[src/ifgen_pkg.sv]
// ifgen_pkg: shared constants and types for the IPv4 fragment header generator.
// No dependencies; imported by all ifgen modules, the top level and the testbench.
`timescale 1ns / 1ps

package ifgen_pkg;

  localparam int FRAG_PAYLOAD = 1480;
  localparam int HDR_BYTES    = 20;
  localparam int TTL_VALUE    = 64;

  localparam logic [15:0] FRAG_BYTES   = 16'(FRAG_PAYLOAD);
  localparam logic [15:0] VER_IHL_TOS  = 16'h4500;
  localparam logic [15:0] TTL_WORD     = 16'(TTL_VALUE << 8);
  localparam logic [10:0] HDR_LEN      = 11'(HDR_BYTES);

  // Width of the partial checksum: seven 16-bit words, then two more.
  localparam int BASE_W = 19;
  localparam int SUM_W  = 20;

  typedef struct packed {
    logic [15:0] slice_offset;
    logic [10:0] slice_length;
    logic [10:0] total_length;
    logic [15:0] identification;
    logic [13:0] flags_offset;
    logic [7:0]  proto_out;
    logic [31:0] dest_out;
    logic [15:0] header_checksum;
    logic        last_fragment;
  } hdr_t;

  // Controller to datapath.
  typedef struct packed {
    logic capture;
    logic base;
    logic emit;
  } dp_cmd_t;

  // Datapath to controller.
  typedef struct packed {
    logic last;
  } dp_sts_t;

endpackage

[src/ifgen_if.sv]
// ifgen_req_if / ifgen_hdr_if: valid/ready channels for requests and header words.
// Depends on nothing but the field widths of the work items.
`timescale 1ns / 1ps

interface ifgen_req_if;
  logic        valid;
  logic        ready;
  logic [15:0] payload_length;
  logic [31:0] dest_ip;
  logic [7:0]  protocol;

  modport source (output valid, output payload_length, output dest_ip, output protocol,
                  input ready);
  modport sink   (input valid, input payload_length, input dest_ip, input protocol,
                  output ready);
endinterface

interface ifgen_hdr_if;
  logic        valid;
  logic        ready;
  logic [15:0] slice_offset;
  logic [10:0] slice_length;
  logic [10:0] total_length;
  logic [15:0] identification;
  logic [13:0] flags_offset;
  logic [7:0]  proto_out;
  logic [31:0] dest_out;
  logic [15:0] header_checksum;
  logic        last_fragment;

  modport source (output valid, output slice_offset, output slice_length,
                  output total_length, output identification, output flags_offset,
                  output proto_out, output dest_out, output header_checksum,
                  output last_fragment, input ready);
  modport sink   (input valid, input slice_offset, input slice_length,
                  input total_length, input identification, input flags_offset,
                  input proto_out, input dest_out, input header_checksum,
                  input last_fragment, output ready);
endinterface

[src/ifgen_ctrl.sv]
// ifgen_ctrl: sequencer for one request at a time and the output valid flag.
// Depends on ifgen_pkg for the command and status structs.
`timescale 1ns / 1ps

module ifgen_ctrl (
  input  logic              clk,
  input  logic              rst_n,
  input  logic              in_valid,
  output logic              in_ready,
  output logic              out_valid,
  input  logic              out_ready,
  output ifgen_pkg::dp_cmd_t cmd,
  input  ifgen_pkg::dp_sts_t sts
);
  import ifgen_pkg::*;

  typedef enum logic [1:0] {ST_IDLE, ST_BASE, ST_EMIT} state_t;

  state_t state_r, state_nxt;
  logic   out_valid_r, out_valid_nxt;

  always_comb begin
    state_nxt     = state_r;
    out_valid_nxt = out_valid_r & ~out_ready;
    cmd           = '0;
    case (state_r)
      ST_IDLE: begin
        if (in_valid) begin
          cmd.capture = 1'b1;
          state_nxt   = ST_BASE;
        end
      end
      ST_BASE: begin
        cmd.base  = 1'b1;
        state_nxt = ST_EMIT;
      end
      ST_EMIT: begin
        // advance only when the output register is free or being drained
        if (!out_valid_r || out_ready) begin
          cmd.emit      = 1'b1;
          out_valid_nxt = 1'b1;
          if (sts.last) begin
            state_nxt = ST_IDLE;
          end
        end
      end
      default: begin
        state_nxt = ST_IDLE;
      end
    endcase
  end

  always_ff @(posedge clk) begin
    if (!rst_n) begin
      state_r     <= ST_IDLE;
      out_valid_r <= 1'b0;
    end else begin
      state_r     <= state_nxt;
      out_valid_r <= out_valid_nxt;
    end
  end

  assign in_ready  = (state_r == ST_IDLE);
  assign out_valid = out_valid_r;

endmodule

[src/ifgen_dp.sv]
// ifgen_dp: request registers, fragment walker, checksum and output register.
// Depends on ifgen_pkg for constants, hdr_t and the command/status structs.
`timescale 1ns / 1ps

module ifgen_dp (
  input  logic              clk,
  input  logic              rst_n,
  input  logic              cfg_we,
  input  logic [31:0]       cfg_wdata,
  input  logic [15:0]       req_length,
  input  logic [31:0]       req_dest,
  input  logic [7:0]        req_proto,
  input  ifgen_pkg::dp_cmd_t cmd,
  output ifgen_pkg::dp_sts_t sts,
  output ifgen_pkg::hdr_t    hdr
);
  import ifgen_pkg::*;

  logic [31:0]       local_ip_r;
  logic [15:0]       ctr_r;
  logic [15:0]       rem_r;
  logic [15:0]       off_r;
  logic [31:0]       dest_r;
  logic [7:0]        proto_r;
  logic [15:0]       ident_r;
  logic [BASE_W-1:0] base_r;
  hdr_t              hdr_r;

  logic              last;
  logic [10:0]       slen;
  logic [10:0]       tlen;
  logic [13:0]       fo;
  logic [SUM_W-1:0]  sum;
  logic [16:0]       fold1;
  logic [15:0]       fold2;
  logic [BASE_W-1:0] base_nxt;

  // Fixed words of the header: everything but total length and flags/offset.
  always_comb begin
    base_nxt = BASE_W'(VER_IHL_TOS) + BASE_W'(TTL_WORD | {8'h00, proto_r})
             + BASE_W'(ident_r)
             + BASE_W'(local_ip_r[31:16]) + BASE_W'(local_ip_r[15:0])
             + BASE_W'(dest_r[31:16]) + BASE_W'(dest_r[15:0]);
  end

  // Remaining bytes fit in one piece: this is the final fragment.
  assign last = (rem_r <= FRAG_BYTES);
  assign slen = last ? rem_r[10:0] : FRAG_BYTES[10:0];
  assign tlen = slen + HDR_LEN;
  assign fo   = {~last, off_r[15:3]};

  always_comb begin
    sum   = SUM_W'(base_r) + SUM_W'(tlen) + SUM_W'(fo);
    fold1 = 17'(sum[15:0]) + 17'(sum[SUM_W-1:16]);
    fold2 = fold1[15:0] + 16'(fold1[16]);
  end

  always_ff @(posedge clk) begin
    if (!rst_n) begin
      local_ip_r <= '0;
      ctr_r      <= '0;
    end else begin
      if (cfg_we) begin
        local_ip_r <= cfg_wdata;
      end
      if (cmd.capture) begin
        ctr_r <= ctr_r + 16'd1;
      end
    end
  end

  always_ff @(posedge clk) begin
    if (cmd.capture) begin
      rem_r   <= req_length;
      off_r   <= '0;
      dest_r  <= req_dest;
      proto_r <= req_proto;
      ident_r <= ctr_r;
    end
    if (cmd.base) begin
      base_r <= base_nxt;
    end
    if (cmd.emit) begin
      rem_r                  <= rem_r - FRAG_BYTES;
      off_r                  <= off_r + FRAG_BYTES;
      hdr_r.slice_offset     <= off_r;
      hdr_r.slice_length     <= slen;
      hdr_r.total_length     <= tlen;
      hdr_r.identification   <= ident_r;
      hdr_r.flags_offset     <= fo;
      hdr_r.proto_out        <= proto_r;
      hdr_r.dest_out         <= dest_r;
      hdr_r.header_checksum  <= ~fold2;
      hdr_r.last_fragment    <= last;
    end
  end

  assign sts.last = last;
  assign hdr      = hdr_r;

endmodule

[src/ipv4_fragment_header_gen_top.sv]
// ipv4_fragment_header_gen_top: splits a send request into IPv4 fragment headers.
// Throughput: one header word per cycle while out_hdr.ready does not stall, set by the
// single fragment walker in the datapath; a new request is taken only after the last word.
// Reset (rst_n, synchronous, active low) clears local_ip, the datagram counter and the controller.
// Depends on ifgen_pkg, ifgen_if, ifgen_ctrl and ifgen_dp.
`timescale 1ns / 1ps

module ipv4_fragment_header_gen_top (
  input  logic        clk,
  input  logic        rst_n,
  input  logic        cfg_we,
  input  logic [31:0] cfg_wdata,
  ifgen_req_if.sink   in_req,
  ifgen_hdr_if.source out_hdr
);
  import ifgen_pkg::*;

  dp_cmd_t cmd;
  dp_sts_t sts;
  hdr_t    hdr;

  ifgen_ctrl u_ctrl (
    .clk       (clk),
    .rst_n     (rst_n),
    .in_valid  (in_req.valid),
    .in_ready  (in_req.ready),
    .out_valid (out_hdr.valid),
    .out_ready (out_hdr.ready),
    .cmd       (cmd),
    .sts       (sts)
  );

  ifgen_dp u_dp (
    .clk        (clk),
    .rst_n      (rst_n),
    .cfg_we     (cfg_we),
    .cfg_wdata  (cfg_wdata),
    .req_length (in_req.payload_length),
    .req_dest   (in_req.dest_ip),
    .req_proto  (in_req.protocol),
    .cmd        (cmd),
    .sts        (sts),
    .hdr        (hdr)
  );

  assign out_hdr.slice_offset    = hdr.slice_offset;
  assign out_hdr.slice_length    = hdr.slice_length;
  assign out_hdr.total_length    = hdr.total_length;
  assign out_hdr.identification  = hdr.identification;
  assign out_hdr.flags_offset    = hdr.flags_offset;
  assign out_hdr.proto_out       = hdr.proto_out;
  assign out_hdr.dest_out        = hdr.dest_out;
  assign out_hdr.header_checksum = hdr.header_checksum;
  assign out_hdr.last_fragment   = hdr.last_fragment;

endmodule

[src/flat_wrapper.sv]
// flat-port wrapper written by rule: the top's interface ports become plain ports
module ipv4_fragment_header_gen_top_flat import ifgen_pkg::*;
  (clk, rst_n, cfg_we, cfg_wdata, in_req_valid, in_req_payload_length, in_req_dest_ip, in_req_protocol, in_req_ready, out_hdr_valid, out_hdr_slice_offset, out_hdr_slice_length, out_hdr_total_length, out_hdr_identification, out_hdr_flags_offset, out_hdr_proto_out, out_hdr_dest_out, out_hdr_header_checksum, out_hdr_last_fragment, out_hdr_ready);
  ifgen_req_if in_req_i ();
  ifgen_hdr_if out_hdr_i ();
  input  logic clk;
  input  logic rst_n;
  input  logic cfg_we;
  input  logic [31:0] cfg_wdata;
  input wire logic [$bits(in_req_i.valid)-1:0] in_req_valid;
  input wire logic [$bits(in_req_i.payload_length)-1:0] in_req_payload_length;
  input wire logic [$bits(in_req_i.dest_ip)-1:0] in_req_dest_ip;
  input wire logic [$bits(in_req_i.protocol)-1:0] in_req_protocol;
  output wire logic [$bits(in_req_i.ready)-1:0] in_req_ready;
  output wire logic [$bits(out_hdr_i.valid)-1:0] out_hdr_valid;
  output wire logic [$bits(out_hdr_i.slice_offset)-1:0] out_hdr_slice_offset;
  output wire logic [$bits(out_hdr_i.slice_length)-1:0] out_hdr_slice_length;
  output wire logic [$bits(out_hdr_i.total_length)-1:0] out_hdr_total_length;
  output wire logic [$bits(out_hdr_i.identification)-1:0] out_hdr_identification;
  output wire logic [$bits(out_hdr_i.flags_offset)-1:0] out_hdr_flags_offset;
  output wire logic [$bits(out_hdr_i.proto_out)-1:0] out_hdr_proto_out;
  output wire logic [$bits(out_hdr_i.dest_out)-1:0] out_hdr_dest_out;
  output wire logic [$bits(out_hdr_i.header_checksum)-1:0] out_hdr_header_checksum;
  output wire logic [$bits(out_hdr_i.last_fragment)-1:0] out_hdr_last_fragment;
  input wire logic [$bits(out_hdr_i.ready)-1:0] out_hdr_ready;
  assign in_req_i.valid = in_req_valid;
  assign in_req_i.payload_length = in_req_payload_length;
  assign in_req_i.dest_ip = in_req_dest_ip;
  assign in_req_i.protocol = in_req_protocol;
  assign in_req_ready = in_req_i.ready;
  assign out_hdr_valid = out_hdr_i.valid;
  assign out_hdr_slice_offset = out_hdr_i.slice_offset;
  assign out_hdr_slice_length = out_hdr_i.slice_length;
  assign out_hdr_total_length = out_hdr_i.total_length;
  assign out_hdr_identification = out_hdr_i.identification;
  assign out_hdr_flags_offset = out_hdr_i.flags_offset;
  assign out_hdr_proto_out = out_hdr_i.proto_out;
  assign out_hdr_dest_out = out_hdr_i.dest_out;
  assign out_hdr_header_checksum = out_hdr_i.header_checksum;
  assign out_hdr_last_fragment = out_hdr_i.last_fragment;
  assign out_hdr_i.ready = out_hdr_ready;
  ipv4_fragment_header_gen_top u_core (.clk(clk), .rst_n(rst_n), .cfg_we(cfg_we), .cfg_wdata(cfg_wdata), .in_req(in_req_i), .out_hdr(out_hdr_i));
endmodule
[config.mk]
export PLATFORM = sky130hd
export DESIGN_NAME = ipv4_fragment_header_gen_top_flat
export DESIGN_NICKNAME = d
export VERILOG_FILES = /design/src/ifgen_pkg.sv /design/src/ifgen_if.sv /design/src/ifgen_ctrl.sv /design/src/ifgen_dp.sv /design/src/ipv4_fragment_header_gen_top.sv /design/src/flat_wrapper.sv
export SDC_FILE = /design/constraint.sdc
export NUM_CORES = 1
export LEC_CHECK = 0
export ABC_CLOCK_PERIOD_IN_PS = 8600
export BUFFER_PORTS_ARGS = -buffer_cell sky130_fd_sc_hd__buf_4
export CAP_MARGIN = 20
export CORE_MARGIN = 8
export CORE_UTILIZATION = 51
export CTS_CLUSTER_DIAMETER = 120
export CTS_CLUSTER_SIZE = 20
export DETAILED_ROUTE_END_ITERATION = 8
export PLACE_DENSITY = 0.76
export RECOVER_POWER = 100
export SLEW_MARGIN = 20
export SYNTH_ARGS = -nofsm -noshare
export SYNTH_HDL_FRONTEND = slang
export SYNTH_SLANG_ARGS = --single-unit
[constraint.sdc]
create_clock -name clk -period 8.6 [get_ports clk]
set_input_delay 0.86 -clock clk [delete_from_list [all_inputs] [get_ports clk]]
set_output_delay 0.86 -clock clk [all_outputs]
set_load 0.005 [all_outputs]
# --- Word-level counts from Yosys, hierarchy flattened ---
# Index checks and enable logic that the tools add are counted.
word_totals:
  reg_bits: 283
  input_bits: 93
  out_inout_bits: 127
op_classes:
  n_addsub: 14
  magnitude_cmp: 1
  eq_ne: 5
  mux: 16
  bitwise: 4
  reduce_logical: 5
op_table:
  columns: ["cell", "n"]
  rows:
  - ["two-way mux 16 bit", 4]
  - ["adder 19 x 16 -> 19 bit", 2]
  - ["adder 19 x 11 -> 20 bit", 1]
  - ["adder 20 x 14 -> 20 bit", 1]
  - ["adder 18 x 16 -> 19 bit", 1]
  - ["adder 17 x 16 -> 18 bit", 1]
  - ["adder 16 x 16 -> 17 bit", 1]
  - ["adder 16 x 4 -> 17 bit", 1]
  - ["adder 15 x 15 -> 16 bit (first input constant)", 1]
  - ["adder 16 x 1 -> 16 bit", 1]
  - ["adder 16 x 1 -> 16 bit (second input constant)", 1]
  - ["adder 16 x 11 -> 16 bit (second input constant)", 1]
  - ["less-or-equal comparator 16 x 11 -> 1 bit (second input constant)", 1]
  - ["inverter 16 bit", 1]
  - ["subtractor 16 x 11 -> 16 bit (second input constant)", 1]
  - ["adder 11 x 5 -> 11 bit (second input constant)", 1]
  - ["two-way mux 11 bit", 1]
  - ["two-way mux 1 bit", 7]
  - ["two-way mux 2 bit", 3]
  - ["inequality test 2 bit (second input constant)", 3]
  - ["case mux 2 bit (3 select lines)", 1]
  - ["AND reduction 3 bit", 1]
  - ["== test 2 x 1 -> 1 bit (second input constant)", 1]
  - ["== test 2 bit (second input constant)", 1]
  - ["6 further kinds", 7]

# --- Depth between registers and ports, before layout ---
logic_depth:
  ltp_word: 8
  mapped_depth: 42
  depth_no_buf: 40

# --- Hierarchy ---
# A second synthesis with hierarchy kept.
unflattened:
  cells_unflattened: 1120
  area_unflattened_um2: 13872.1
by_module_without_submodules:
  columns: ["mod", "n_inst", "cells_per_inst", "area_per_inst_um2", "seq_area_each_um2"]
  rows:
  - ["ifgen_dp", 1, 1105, 13733.2, 7297.0]
  - ["ifgen_ctrl", 1, 15, 138.9, 60.1]

# --- Worst setup path before layout ---
# Ideal clock, no wire load.
synth_timing:
  path_kind: "reg-to-reg"
  from: "reg u_core.u_dp.rem_r[5]"
  to: "reg, netlist name u_core.u_dp.hdr[14]"
  arrival_ns: 7.862
  required_ns: 8.327
  setup_slack_ns: 0.465
  stages_incl_launch_ff: 39
  n_path_buf: 1
  period_less_slack_ns: 8.135
  path_cell_list: "edfxtp_1 inv_1 nand3_1 a41oi_1 nor2b_1 a211oi_1 clkbuf_1 and2_1 ha_1 o21ai_0 o21bai_1 fa_1 ha_1 a21oi_1 nand2_1 a2111o_1 a31o_1 a21oi_2 [3 not listed] xor2_1 inv_1 fa_1 nor2b_1 o21ai_0 nand2b_1 nand3_1 nand3b_1 or3b_4 nor3_2 and3_2 ha_1 and3_1 nand2_1 nor4_1 a31oi_1 nor2_1 xor2_1"
synth_via:
  elab_chain_cells: 8
  word_cells_on_any_way: 9
  classes_between: "5 x add/sub; 1 x order compare; 1 x mux; 2 x bitwise"
synth_lines:
  columns: ["item", "line", "text"]
  rows:
  - ["from (decl)", "ifgen_dp.sv:21", "logic [15:0] rem_r;"]
  - ["from (signal assigned)", "ifgen_dp.sv:74", "rem_r <= req_length;"]
  - ["from (signal assigned)", "ifgen_dp.sv:84", "rem_r <= rem_r - FRAG_BYTES;"]
  - ["less-or-equal comparator 16 x 11 -> 1 bit", "ifgen_dp.sv:47", "assign last = (rem_r <= FRAG_BYTES);"]
  - ["via u_core.sts", "ipv4_fragment_header_gen_top.sv:19", "dp_sts_t sts;"]
  - ["two-way mux 11 bit", "ifgen_dp.sv:48", "assign slen = last ? rem_r[10:0] : FRAG_BYTES[10:0];"]
  - ["via u_core.u_dp.slen[2]", "ifgen_dp.sv:30", "logic [10:0] slen;"]
  - ["adder 11 x 5 -> 11 bit", "ifgen_dp.sv:49", "assign tlen = slen + HDR_LEN;"]
  - ["via u_core.u_dp.tlen[10]", "ifgen_dp.sv:31", "logic [10:0] tlen;"]
  - ["adder 19 x 11 -> 20 bit", "ifgen_dp.sv:53", "sum = SUM_W'(base_r) + SUM_W'(tlen) + SUM_W'(fo);"]
  - ["adder 20 x 14 -> 20 bit", "ifgen_dp.sv:53", null]
  - ["adder 16 x 4 -> 17 bit", "ifgen_dp.sv:54", "fold1 = 17'(sum[15:0]) + 17'(sum[SUM_W-1:16]);"]
  - ["adder 16 x 1 -> 16 bit", "ifgen_dp.sv:55", "fold2 = fold1[15:0] + 16'(fold1[16]);"]
  - ["inverter 16 bit", "ifgen_dp.sv:93", "hdr_r.header_checksum <= ~fold2;"]
# The timed path passes the listed nets, and every way through them passes these cells.
# A chain may end at the register's enable or synchronous reset.

# --- Worst setup path after layout ---
layout_timing:
  from: "reg u_core.u_dp.rem_r[11]"
  to: "reg, netlist name u_core.u_dp.hdr[11]"
layout_via:
  elab_chain_cells: 8
  word_cells_on_any_way: 9
  classes_between: "5 x add/sub; 1 x order compare; 1 x mux; 2 x bitwise"
layout_lines:
  columns: ["item", "line"]
  rows:
  - ["less-or-equal comparator 16 x 11 -> 1 bit", "ifgen_dp.sv:47"]
  - ["two-way mux 11 bit", "ifgen_dp.sv:48"]
  - ["via u_core.u_dp.slen[1]", "ifgen_dp.sv:30"]
  - ["adder 11 x 5 -> 11 bit", "ifgen_dp.sv:49"]
  - ["adder 19 x 11 -> 20 bit", "ifgen_dp.sv:53"]
  - ["adder 20 x 14 -> 20 bit", "ifgen_dp.sv:53"]
  - ["adder 16 x 4 -> 17 bit", "ifgen_dp.sv:54"]
  - ["adder 16 x 1 -> 16 bit", "ifgen_dp.sv:55"]
  - ["inverter 16 bit", "ifgen_dp.sv:93"]
# The timed path passes the listed nets, and every way through them passes these cells.

==> run summary <==
CP max stage cell: or4_1
sequential area share after synthesis: 57.3%
GRT Total Usage: 17.3%
Warnings, synthesis: 0
met2 usage: 28.5%
post-layout minimum cycle time: 8270 ps
hpwl dp: 20300 um
Core Area: 25000 sq um
ys async rst share: 0%
Design Area, Final: 15200 sq um
grt peak-use layer: met2
Mapped Area: 12800 sq um
leakage power: 5.85 nW
r2r startpoint: u_core.u_dp.rem_r[11]
clock skew: 29.1 ps
Startpoint Class: flip-flop
Max Cap Viol: 7
Worst-Skew Late Latency: 500 ps
CP Capture Type: flip-flop
fin util: 61.1%
failing checks: capacitance limit, slew limit
commonest non-fill, non-tap cell in the layout: edfxtp_1
Reg clk slew, reported paths: 90 ps
clock sinks: 262
Crit Path Max Fanout: 5
fin nets: 1370
final hold vios: 0
sw power: 0.00148 W
number of library cell types mapped by synthesis: 61
max-slew violation count: 318
Congestion Overflow GR: 0
GRT met1 Usage: 22.1%
R2R cell count: 34
Crit path arrival time: 8510 ps
Die Width: 175 um
initial antenna violation count: 4
Die Area: 30500 sq um
Clk pwr share: 18.9%
EDFF count, synth: 211
Via density: 5.16
top_reg_cell synth: edfxtp_1
Comb power frac: 41.5%
status: finished with violations
drt pass-1 iters: 5
internal power: 0.00273 W
final wirelength: 27300 um
Die Y: 175 um
port buffer count: 216
dpl cells: 1458
post-route setup TNS: 0 ps
Crit Path Class: reg -> reg
CTS Buf Count: 17
r2r setup slk: 330 ps
syn_area_per_cell: 13.7 sq um
Cells after Synth: 938
Yosys top cell area share: 49.4%
Net Sw Frac: 35.2%
Worst EP required: 8840 ps
Final Non-Filler Cells: 1497
global-route wire length before repair: 42700 um
Detail Route Antenna Nets: 0
pwr/cell area: 276 nW/um^2
Wirelength per Cell: 18.3 um
Max rail drop VDD: 0.200 mV
CTS tree: yes
fin crit share: 96.2%
Initial Util: 51.4%
hold path endpoint: u_core.u_dp.hdr[42]
hold_sp: u_core.u_dp.dest_r[25]
Slew @ Worst Pin: 4180 ps
Hold Path Class: reg -> reg
Rel. slew slack: -179%
H-tree level count: 1
Row Count: 58
GRT met3 Usage: 5.70%
I/O pins: 220
1st-iter DRT viols: 450
Antenna diodes: 0
largest net degree at the start of global routing: 64
Tot Pwr: 0.00421 W
vias: 7723
commonest cells after routing, fill and taps aside: 211 x edfxtp_1, 123 x clkbuf_4, 68 x fa_1, 67 x buf_4, 57 x clkbuf_1
Seq pwr share: 39.5%
layout cell share with drive strength beyond 1: 21.2%
post-synth top area cell: edfxtp_1
Clock Tree Buf Depth: 3
worst hold path depth: 0
Post-DP Area: 14800 sq um
Finish-stage setup viols: 0
top post-synthesis cells by area: edfxtp_1 49%, fa_1 11%, dfxtp_1 8.0%
Area Growth Syn to Fin: 18.8%
# DRC: 0
Fmax: 121 MHz
RR Endpoint: u_core.u_dp.hdr[11]
routability cong.: 0.832
CTS root buf: clkbuf_16
vias in the first global route: 8084
Yosys reg bits: 262
CP dominant cell by count: ha_1
CP peak stage delay: 600 ps
==> metal layers <==
| layer | share of wire, % | up-vias |
|---|---|---|
| met4 | 1.5 | 8 |
| met2 | 48 | 224 |
| li1 | - | 3710 |
| met1 | 43 | 3744 |
| met5 | 0.19 | - |
| met3 | 7.9 | 37 |
==> registers in the layout, summed over array words and instances, names as in the netlist <==
| name | flops |
|---|---|
| u_core.u_dp.hdr | 107 |
| u_core.u_dp.dest_r | 32 |
| u_core.u_dp.local_ip_r | 32 |
| u_core.u_dp.base_r | 19 |
| u_core.u_dp.ctr_r | 16 |
| u_core.u_dp.ident_r | 16 |
| u_core.u_dp.rem_r | 16 |
| u_core.u_dp.off_r | 13 |
| u_core.u_dp.proto_r | 8 |
| u_core.u_ctrl.state_r | 2 |
| u_core.u_ctrl.out_valid | 1 |
==> critical path: cells and delay by family (launching register included) <==
family          cells  cell delay, ps
simple gates       13            2880
xor+xnor            2             270
compound gates     10            2100
flops               1             450
buf+inv             3             450
fa+ha+maj           6            1880
==> kinds of logic after synthesis <==
group	Yosys count	synth area share, %
other	1	0.0292
DFF	262	57.3
muxes	34	2.66
and+or+nand+nor	237	9.64
xor gates and xnor gates	87	6.00
adders and majority gates	120	15.7
buffers and inverters	92	3.23
AOI/OAI and AO/OA	105	5.38
==> worst max-delay path by stage <==
stage | start | depth (start not counted) | endpoint | slack [ps]
finish | u_core.u_dp.rem_r[11] | 34 | u_core.u_dp.hdr[11] | 330
global route | u_core.u_dp.rem_r[5] | 39 | u_core.u_dp.hdr[15] | -100
CTS | u_core.u_dp.rem_r[4] | 38 | u_core.u_dp.hdr[13] | 60
detailed placement | u_core.u_dp.rem_r[4] | 38 | u_core.u_dp.hdr[13] | -140
global placement | u_core.u_dp.rem_r[4] | 38 | u_core.u_dp.hdr[13] | 80
floorplan | u_core.u_dp.rem_r[5] | 38 | u_core.u_dp.hdr[14] | 470
==> Yosys cell counts (all sizes together), types with 3 or more instances <==
| cell | n |
|---|---|
| mux2i | 33 |
| xor2 | 32 |
| nand2 | 42 |
| o21ai | 33 |
| and2 | 23 |
| ha | 51 |
| buf | 23 |
| and3 | 9 |
| nand3 | 23 |
| clkbuf | 16 |
| a31oi | 4 |
| or3 | 5 |
| a211oi | 3 |
| nor3 | 16 |
| a21boi | 8 |
| a21oi | 24 |
| dfxtp | 51 |
| a21o | 5 |
| xnor2 | 55 |
| nand4 | 6 |
| edfxtp | 211 |
| fa | 69 |
| nand2b | 11 |
| o21bai | 6 |
| o21a | 5 |
| nor2b | 41 |
| nor4 | 4 |
| nor2 | 49 |
| inv | 53 |
==> layout make-up <==
class	count	area (sq um)
tap	330	413
clock inverter	1	20.0
sequential	262	7360
timing repair buffer	237	1600
multi-input combinational	586	5190
fill	2022	9710
clock buffer	28	467
inverter	53	200
==> per-stage QoR <==
stage,hold slack [ps],worst slack (ps)
finish,471,328
global route,480,-102
CTS,473,60.0
detailed placement,454,-140
floorplan,426,465
global placement,438,77.7
==> power groups by stage <==
| stage | clock, W | sequential, W | combinational (W) |
|---|---|---|---|
| floorplan | 0 | 0.00167 | 0.00127 |
| global placement | 0 | 0.00169 | 0.00168 |
| global route | 0.000857 | 0.00168 | 0.00197 |
| finish | 0.000796 | 0.00167 | 0.00175 |
| detailed placement | 0 | 0.00169 | 0.00170 |
| CTS | 0.000813 | 0.00166 | 0.00171 |
==> repair_timing <==
item | CTS | global route
hold buffers | 0 | 0
pin swaps | 0 | 8
endpoints found under the setup margin | 3 | 10
setup buffers | 0 | 10
resized for setup | 2 | 30
Power figures use the tool's default switching activity.
